[src/sv/sha1md_pkg.sv]
`timescale 1ns / 1ps
`default_nettype none
package sha1md_pkg;

  localparam int unsigned NumWords   = 5;
  localparam int unsigned BlockBits  = 512;
  localparam int unsigned CountBits  = 61;
  localparam int unsigned FillBits   = 6;
  localparam int unsigned RoundBits  = 7;
  localparam int unsigned NumRounds  = 80;
  localparam int unsigned DigestLen  = 20;
  localparam int unsigned EmitBits   = 5;

  localparam logic [31:0] IV0 = 32'h67452301;
  localparam logic [31:0] IV1 = 32'hEFCDAB89;
  localparam logic [31:0] IV2 = 32'h98BADCFE;
  localparam logic [31:0] IV3 = 32'h10325476;
  localparam logic [31:0] IV4 = 32'hC3D2E1F0;

  localparam logic [31:0] K0 = 32'h5A827999;
  localparam logic [31:0] K1 = 32'h6ED9EBA1;
  localparam logic [31:0] K2 = 32'h8F1BBCDC;
  localparam logic [31:0] K3 = 32'hCA62C1D6;

  localparam logic [7:0] PAD_MARK = 8'h80;

  typedef struct packed {
    logic [7:0] data_byte;
    logic       byte_valid;
    logic       end_of_message;
  } in_item_t;

  typedef struct packed {
    logic [7:0] digest_byte;
    logic       digest_last;
  } out_item_t;

  typedef enum logic [1:0] {
    SEL_MSG  = 2'd0,
    SEL_MARK = 2'd1,
    SEL_ZERO = 2'd2,
    SEL_LEN  = 2'd3
  } byte_sel_t;

  typedef struct packed {
    logic                 shift_en;
    byte_sel_t            byte_sel;
    logic                 load_work;
    logic                 round_en;
    logic [RoundBits-1:0] round_idx;
    logic                 fold;
    logic                 emit;
    logic [EmitBits-1:0]  emit_idx;
    logic                 reinit;
  } dp_cmd_t;

  typedef struct packed {
    logic [FillBits-1:0] fill;
  } dp_stat_t;

endpackage
`default_nettype wire

[src/sv/sha1md_dp.sv]
`timescale 1ns / 1ps
`default_nettype none
module sha1md_dp
  import sha1md_pkg::*;
(
  input  wire logic       clk,
  input  wire logic       rst_n,
  input  wire logic [7:0] in_data_byte,
  input  wire dp_cmd_t    cmd,
  output dp_stat_t        stat,
  output logic [7:0]      digest_byte
);

  logic [BlockBits-1:0] block_r, block_nxt;
  logic [CountBits-1:0] count_r, count_nxt;
  logic [FillBits-1:0]  fill_r, fill_nxt;
  logic [31:0]          h_r [NumWords];
  logic [31:0]          a_r, b_r, c_r, d_r, e_r;
  logic [7:0]           byte_r;

  logic [7:0]  pad_byte;
  logic [63:0] bit_len;
  logic [31:0] f_val, k_val, t_val, w_new, w0;
  logic [31:0] emit_word;

  assign bit_len = {count_r, 3'b000};
  assign w0      = block_r[511:480];

  // Length bytes go in most significant first at fill 56..63.
  always_comb begin
    case (cmd.byte_sel)
      SEL_MSG:  pad_byte = in_data_byte;
      SEL_MARK: pad_byte = PAD_MARK;
      SEL_ZERO: pad_byte = 8'h00;
      SEL_LEN:  pad_byte = bit_len[{~fill_r[2:0], 3'b000} +: 8];
      default:  pad_byte = 8'h00;
    endcase
  end

  always_comb begin
    if (cmd.round_idx < RoundBits'(20)) begin
      f_val = (b_r & c_r) | (~b_r & d_r);
      k_val = K0;
    end else if (cmd.round_idx < RoundBits'(40)) begin
      f_val = b_r ^ c_r ^ d_r;
      k_val = K1;
    end else if (cmd.round_idx < RoundBits'(60)) begin
      f_val = (b_r & c_r) | (b_r & d_r) | (c_r & d_r);
      k_val = K2;
    end else begin
      f_val = b_r ^ c_r ^ d_r;
      k_val = K3;
    end
  end

  assign t_val = {a_r[26:0], a_r[31:27]} + f_val + e_r + k_val + w0;

  // Schedule taps: w[13], w[8], w[2], w[0] of the 16-word window.
  always_comb begin
    logic [31:0] x;
    x = block_r[95:64] ^ block_r[255:224] ^ block_r[447:416] ^ block_r[511:480];
    w_new = {x[30:0], x[31]};
  end

  always_comb begin
    block_nxt = block_r;
    count_nxt = count_r;
    fill_nxt  = fill_r;
    if (cmd.shift_en) begin
      block_nxt = {block_r[BlockBits-9:0], pad_byte};
      fill_nxt  = fill_r + FillBits'(1);
      if (cmd.byte_sel == SEL_MSG) begin
        count_nxt = count_r + CountBits'(1);
      end
    end else if (cmd.round_en) begin
      block_nxt = {block_r[BlockBits-33:0], w_new};
    end
    if (cmd.reinit) begin
      count_nxt = '0;
      fill_nxt  = '0;
    end
  end

  always_ff @(posedge clk) begin
    if (!rst_n) begin
      count_r <= '0;
      fill_r  <= '0;
      h_r[0]  <= IV0;
      h_r[1]  <= IV1;
      h_r[2]  <= IV2;
      h_r[3]  <= IV3;
      h_r[4]  <= IV4;
    end else begin
      count_r <= count_nxt;
      fill_r  <= fill_nxt;
      if (cmd.fold) begin
        h_r[0] <= h_r[0] + a_r;
        h_r[1] <= h_r[1] + b_r;
        h_r[2] <= h_r[2] + c_r;
        h_r[3] <= h_r[3] + d_r;
        h_r[4] <= h_r[4] + e_r;
      end else if (cmd.reinit) begin
        h_r[0] <= IV0;
        h_r[1] <= IV1;
        h_r[2] <= IV2;
        h_r[3] <= IV3;
        h_r[4] <= IV4;
      end
    end
  end

  always_ff @(posedge clk) begin
    block_r <= block_nxt;
    if (cmd.load_work) begin
      a_r <= h_r[0];
      b_r <= h_r[1];
      c_r <= h_r[2];
      d_r <= h_r[3];
      e_r <= h_r[4];
    end else if (cmd.round_en) begin
      a_r <= t_val;
      b_r <= a_r;
      c_r <= {b_r[1:0], b_r[31:2]};
      d_r <= c_r;
      e_r <= d_r;
    end
  end

  assign emit_word = h_r[cmd.emit_idx[4:2]];

  always_ff @(posedge clk) begin
    if (cmd.emit) begin
      case (cmd.emit_idx[1:0])
        2'd0:    byte_r <= emit_word[31:24];
        2'd1:    byte_r <= emit_word[23:16];
        2'd2:    byte_r <= emit_word[15:8];
        default: byte_r <= emit_word[7:0];
      endcase
    end
  end

  assign stat.fill   = fill_r;
  assign digest_byte = byte_r;

endmodule
`default_nettype wire

[src/sv/sha1md_ctrl.sv]
`timescale 1ns / 1ps
`default_nettype none
module sha1md_ctrl
  import sha1md_pkg::*;
(
  input  wire logic     clk,
  input  wire logic     rst_n,
  input  wire logic     start,
  input  wire logic     byte_valid,
  input  wire logic     end_of_message,
  input  wire dp_stat_t stat,
  output dp_cmd_t       cmd,
  output logic          busy,
  output logic          out_valid,
  output logic          out_last
);

  typedef enum logic [2:0] {
    S_IDLE,
    S_PAD,
    S_LOAD,
    S_ROUND,
    S_FOLD,
    S_EMIT
  } state_t;

  state_t               state_r;
  logic [RoundBits-1:0] rnd_r;
  logic [EmitBits-1:0]  idx_r;
  logic                 pend_r;
  logic                 padding_r;
  logic                 first_r;
  logic                 extra_r;
  logic                 out_valid_r;
  logic                 out_last_r;

  logic full_now;

  assign full_now = (stat.fill == {FillBits{1'b1}});

  always_comb begin
    cmd           = '0;
    cmd.byte_sel  = SEL_MSG;
    cmd.round_idx = rnd_r;
    cmd.emit_idx  = idx_r;
    case (state_r)
      S_IDLE: begin
        cmd.shift_en = start & byte_valid;
      end
      S_PAD: begin
        cmd.shift_en = 1'b1;
        if (first_r) begin
          cmd.byte_sel = SEL_MARK;
        end else if ((stat.fill[5:3] == 3'b111) && !extra_r) begin
          cmd.byte_sel = SEL_LEN;
        end else begin
          cmd.byte_sel = SEL_ZERO;
        end
      end
      S_LOAD:  cmd.load_work = 1'b1;
      S_ROUND: cmd.round_en = 1'b1;
      S_FOLD:  cmd.fold = 1'b1;
      S_EMIT: begin
        cmd.emit   = 1'b1;
        cmd.reinit = (idx_r == EmitBits'(DigestLen - 1));
      end
      default: ;
    endcase
  end

  always_ff @(posedge clk) begin
    if (!rst_n) begin
      state_r     <= S_IDLE;
      rnd_r       <= '0;
      idx_r       <= '0;
      pend_r      <= 1'b0;
      padding_r   <= 1'b0;
      first_r     <= 1'b0;
      extra_r     <= 1'b0;
      out_valid_r <= 1'b0;
      out_last_r  <= 1'b0;
    end else begin
      out_valid_r <= 1'b0;
      out_last_r  <= 1'b0;
      case (state_r)
        S_IDLE: begin
          if (start) begin
            if (byte_valid && full_now) begin
              state_r <= S_LOAD;
              pend_r  <= end_of_message;
            end else if (end_of_message) begin
              state_r   <= S_PAD;
              padding_r <= 1'b1;
              first_r   <= 1'b1;
            end
          end
        end
        S_PAD: begin
          first_r <= 1'b0;
          if (first_r) begin
            extra_r <= (stat.fill[5:3] == 3'b111);
          end
          if (full_now) begin
            state_r <= S_LOAD;
          end
        end
        S_LOAD: begin
          rnd_r   <= '0;
          state_r <= S_ROUND;
        end
        S_ROUND: begin
          rnd_r <= rnd_r + RoundBits'(1);
          if (rnd_r == RoundBits'(NumRounds - 1)) begin
            state_r <= S_FOLD;
          end
        end
        S_FOLD: begin
          if (pend_r) begin
            pend_r    <= 1'b0;
            padding_r <= 1'b1;
            first_r   <= 1'b1;
            state_r   <= S_PAD;
          end else if (padding_r) begin
            if (extra_r) begin
              extra_r <= 1'b0;
              state_r <= S_PAD;
            end else begin
              idx_r   <= '0;
              state_r <= S_EMIT;
            end
          end else begin
            state_r <= S_IDLE;
          end
        end
        S_EMIT: begin
          out_valid_r <= 1'b1;
          out_last_r  <= (idx_r == EmitBits'(DigestLen - 1));
          idx_r       <= idx_r + EmitBits'(1);
          if (idx_r == EmitBits'(DigestLen - 1)) begin
            padding_r <= 1'b0;
            state_r   <= S_IDLE;
          end
        end
        default: state_r <= S_IDLE;
      endcase
    end
  end

  assign busy      = (state_r != S_IDLE);
  assign out_valid = out_valid_r;
  assign out_last  = out_last_r;

endmodule
`default_nettype wire

[src/sv/sha1_message_digest.sv]
// An ordinary byte is shifted in while idle; a byte that fills the 64-byte block
// starts a compression (work load, 80 rounds at one per cycle in the shared round
// unit, fold) with busy high. End item: padding shifts one byte per cycle to the
// block end (one or two blocks, each followed by a compression), then 20 digest
// bytes on consecutive cycles. The receiver cannot stall.
// Synchronous active-low reset restores the initial vector and zero byte count.
`timescale 1ns / 1ps
`default_nettype none
module sha1_message_digest
  import sha1md_pkg::*;
(
  input  wire logic     clk,
  input  wire logic     rst_n,
  input  wire logic     start,
  output logic          busy,
  input  wire in_item_t in_item,
  output logic          out_valid,
  output out_item_t     out_item
);

  dp_cmd_t    cmd;
  dp_stat_t   stat;
  logic       last;
  logic [7:0] digest_byte;

  sha1md_ctrl u_ctrl (
    .clk            (clk),
    .rst_n          (rst_n),
    .start          (start),
    .byte_valid     (in_item.byte_valid),
    .end_of_message (in_item.end_of_message),
    .stat           (stat),
    .cmd            (cmd),
    .busy           (busy),
    .out_valid      (out_valid),
    .out_last       (last)
  );

  sha1md_dp u_dp (
    .clk          (clk),
    .rst_n        (rst_n),
    .in_data_byte (in_item.data_byte),
    .cmd          (cmd),
    .stat         (stat),
    .digest_byte  (digest_byte)
  );

  assign out_item.digest_byte = digest_byte;
  assign out_item.digest_last = last;

endmodule
`default_nettype wire

[config.mk]
export PLATFORM = sky130hd
export DESIGN_NAME = sha1_message_digest
export DESIGN_NICKNAME = d
export VERILOG_FILES = /design/src/sv/sha1md_pkg.sv /design/src/sv/sha1md_dp.sv /design/src/sv/sha1md_ctrl.sv /design/src/sv/sha1_message_digest.sv
export SDC_FILE = /design/constraint.sdc
export NUM_CORES = 2
export LEC_CHECK = 0
export BUFFER_PORTS_ARGS = -buffer_cell sky130_fd_sc_hd__buf_2
export CORE_ASPECT_RATIO = 1.25
export CORE_MARGIN = 8
export CORE_UTILIZATION = 30
export CTS_CLUSTER_SIZE = 14
export DETAILED_ROUTE_END_ITERATION = 16
export HOLD_SLACK_MARGIN = 0.15
export PLACE_DENSITY = 0.48
export SETUP_SLACK_MARGIN = 0.02
export SYNTH_ARGS = -nofsm -noshare
export SYNTH_HDL_FRONTEND = slang
export SYNTH_SLANG_ARGS = --single-unit
[constraint.sdc]
create_clock -name clk -period 24 [get_ports clk]
set_input_delay 1.2 -clock clk [delete_from_list [all_inputs] [get_ports clk]]
set_output_delay 1.2 -clock clk [all_outputs]
set_load 0.02 [all_outputs]
==> flow_summary.yaml <==
run_status:
  status: "finished, final reports clean"
timing:
  hold_viol: 0
  drv_slew: 0
  finalCritPeriodShare_pct: 29.4
  skew_ns: 0.0537
  setup-tns-final_ns: 0
  max_slew_margin_pct: 22.5
  worst_pin_slew_ns: 1.16
  setup_viol: 0
  fin_crit_ns: 7.05
  rsz0062_at_grt: "no"
  fmax_mhz: 142
  holdWs_ns: 0.492
critical_path:
  r2r_cells: 24
  worstPathArrival_ns: 7.45
  crit_type: "reg2reg"
  cp-start-kind: "flop"
  r2r-end: "u_dp.a_r[28]"
  cp_max_fo: 35
  worst_ep_required_time_ns: 24.40
  reg2reg_slack_ns: 16.95
  crit_path_end_kind: "flop"
  reg2reg_from: "u_ctrl.rnd_r[4]"
final_layout:
  drive_gt1_share_pct: 5.70
  finalInstanceArea_um2: 59300
  final-instance-count-excl-fill: 7792
  fillers: 18100
  area_growth_pct: 11.5
  final_nets: 5713
  fin_util_pct: 33.7
cts:
  clk_pin_slew_ns: 0.06
  cts_buffers: 109
  cts_root_buf: "clkbuf_16"
  cts.sinks: 931
  clock_path_buffers: 3
  ctsHoldBuffers: 0
  cts_setup_buffers: 0
  cts_tree: "done"
  cts.htree.levels: 3
  cts.repair.resized: 0
  clk-insertion-delay-late_ns: 0.74
logic_synthesis:
  syn_nets: 5768
  yosysWarnings: 0
  syn-mean-instance-area_um2: 9.84
  netlist_area_um2: 53200
  yosysTopAreaCell: "edfxtp_1"
  ys.flop_type: "edfxtp_1"
  yosysUniqueCellTypes: 90
  synthTopCellsByArea: "edfxtp_1 (47%), nand2_1 (14%), ha_1 (5.3%)"
  synth_edf_count: 840
  synth-seq-cells: 931
  synth_top_area_share_pct: 47.5
  ys_seq_area_share_pct: 50.9
  ys_async_sr_fraction_pct: 0
  netlist_instances: 5404
route:
  viasPerCell: 4.85
  wirelength_mm: 149
  drcViolationCount: 0
  first_iter_violations: 2630
  postRouteAntennaNets: 0
  wl_per_cell_um: 19.1
  vias: 37800
  first_pass_iters: 7
pwr:
  cellLeakagePower_uw: 0.0238
  power_density_nw_per_um2: 172
  max-vdd-ir-drop_mv: 0.128
hold_path:
  hold_start: "u_ctrl.rnd_r[1]"
  min_path_type: "reg2reg"
  holdPathStages: 2
  hold_end: "u_ctrl.rnd_r[1]"
place:
  routabilityCongestion: 0.865
  hpwl_mm: 104
  dp_cells: 7587
  place_area_um2: 55700
  io_buffer_count: 23
die:
  die_area_um2: 191000
  io_pins: 24
  die_x_um: 392
  start_util_pct: 30.2
  fp-row-count: 172
  fp.coreArea_um2: 176000
  fp.dieH_um: 487
grt:
  gr-total-overflow: 0
  grt_max_degree: 227
  grt_pass1_wl_mm: 228
  grtUsageTotal_pct: 15.3
  grt_pass1_vias: 38000
  antenna_found_initial: 4
job:
  maxCapViolations: 0
[where the power goes]
part	leakage [uW]	total (uW)	internal [uW]	switching (uW)
Clock	0.00173	1660	946	714
Combinational	0.0134	4980	1900	3080
Sequential	0.00860	3540	2980	557
[registers in the layout, summed over array words and instances, names as in the netlist, 3 cells and up, named ones only]
register,count
u_dp.e_r,32
u_ctrl.idx_r,5
u_ctrl.state_r,3
u_dp.stat,6
u_dp.d_r,32
u_ctrl.rnd_r,7
u_dp.a_r,32
u_dp.b_r,32
u_dp.c_r,32
u_dp.block_r,512
u_dp.count_r,61
u_dp.digest_byte,8
u_dp.h_r,160
[area by class of cell]
cell class	instances	area, um^2	area share, %
Clock inverter	62	577	0.973
Multi-Input combinational cell	4042	24500	41.4
Clock buffer	142	2960	4.99
Inverter	207	782	1.32
Antenna cell	1	2.50	0.00422
Timing Repair Buffer	58	440	0.743
Tap cell	2349	2940	4.96
Sequential cell	931	27000	45.6
[critical path: stages (launching register included)]
cell and delay, ns:
dfxtp_1 0.37, and3_1 0.24, nor3_1 0.41, clkinv_1 0.15
buf_4 0.30, nand2_1 0.10, buf_4 0.35, nor2_1 0.08
nor2_1 0.14, fa_1 0.45, fa_1 0.52, inv_1 0.06
fa_1 0.55, inv_1 0.06, ha_1 0.30, a211oi_1 0.49
o21ai_1 0.25, a41oi_2 0.44, nor4_1 0.14, o41ai_1 0.57
a21o_1 0.24, nand2b_1 0.07, a21oi_1 0.16, xor2_1 0.17
o21ai_0 0.09
[worst max-delay path by stage]
stage | startpoint | end | slack, ns | cells past startpoint
3_3_place_gp | u_ctrl.rnd_r[4] | u_dp.a_r[28] | 17.00 | 24
4_1_cts | u_ctrl.rnd_r[4] | u_dp.a_r[28] | 16.87 | 24
5_1_grt | u_ctrl.rnd_r[4] | u_dp.a_r[28] | 16.31 | 24
6_report | u_ctrl.rnd_r[4] | u_dp.a_r[28] | 16.95 | 24
2_1_floorplan | u_ctrl.state_r[1] | u_dp.block_r[0] | 7.76 | 6
3_5_place_dp | u_ctrl.rnd_r[4] | u_dp.a_r[28] | 16.94 | 24
[cell families after synthesis]
kind of cell             Yosys count  synth area share (%)
adder cells (fa/ha/maj)          351                  10.0
flip-flops                       931                  50.9
AO/OA/AOI/OAI                    723                  8.82
XOR/XNOR                         308                  5.08
buffers and inverters            431                  3.09
multiplexers                      67                  2.33
AND/OR/NAND/NOR                 2593                  19.8
[routing by layer]
layer,global-route usage [%],vias to the layer above,routed length (um)
met5,0,-,13
met4,5.12,2,4720
met3,1.82,193,5610
met2,26.5,627,73600
met1,19.6,18600,64700
li1,-,18400,-
[synth_stat cells, types with 91 or more instances]
| master | n |
|---|---|
| a21oi_1 | 181 |
| clkbuf_1 | 208 |
| dfxtp_1 | 91 |
| edfxtp_1 | 840 |
| fa_1 | 124 |
| ha_1 | 227 |
| inv_1 | 206 |
| nand2_1 | 2028 |
| nor2_1 | 257 |
| o21ai_0 | 192 |
| xnor2_1 | 178 |
| xor2_1 | 130 |
[per-stage QoR]
stage                     setup WS (ns)  total power, uW
final                             16.95            10200
after global routing              16.31            11000
after CTS                         16.87            10300
after detailed placement          16.94             8560
after global placement            17.00             8540
after floorplan                    7.76             7430
[layout by cell type, fill, tap and decap left out, types with 17 or more instances in the layout]
master     instances
a211oi_1          29
nand2_1         2026
ha_1             227
clkinv_2          25
clkbuf_16        112
and2_1            23
buf_2             23
o21a_1            33
nand3_1           40
nor2_1           255
o21ai_0          192
o21bai_1          17
mux2i_1           18
fa_1             124
clkbuf_1          26
a21oi_1          181
dfxtp_1           90
a21o_1            85
inv_1            205
xor2_1           130
o32ai_1           20
or3_1             23
nor3_1            28
edfxtp_1         840
mux4_2            45
nand2b_1          25
nand4_1           28
nor2b_1           58
clkinv_1          22
xnor2_1          178
buf_4             30
and3_1            33
a31oi_1           20
Note: power is estimated with default switching activity, not from simulation.
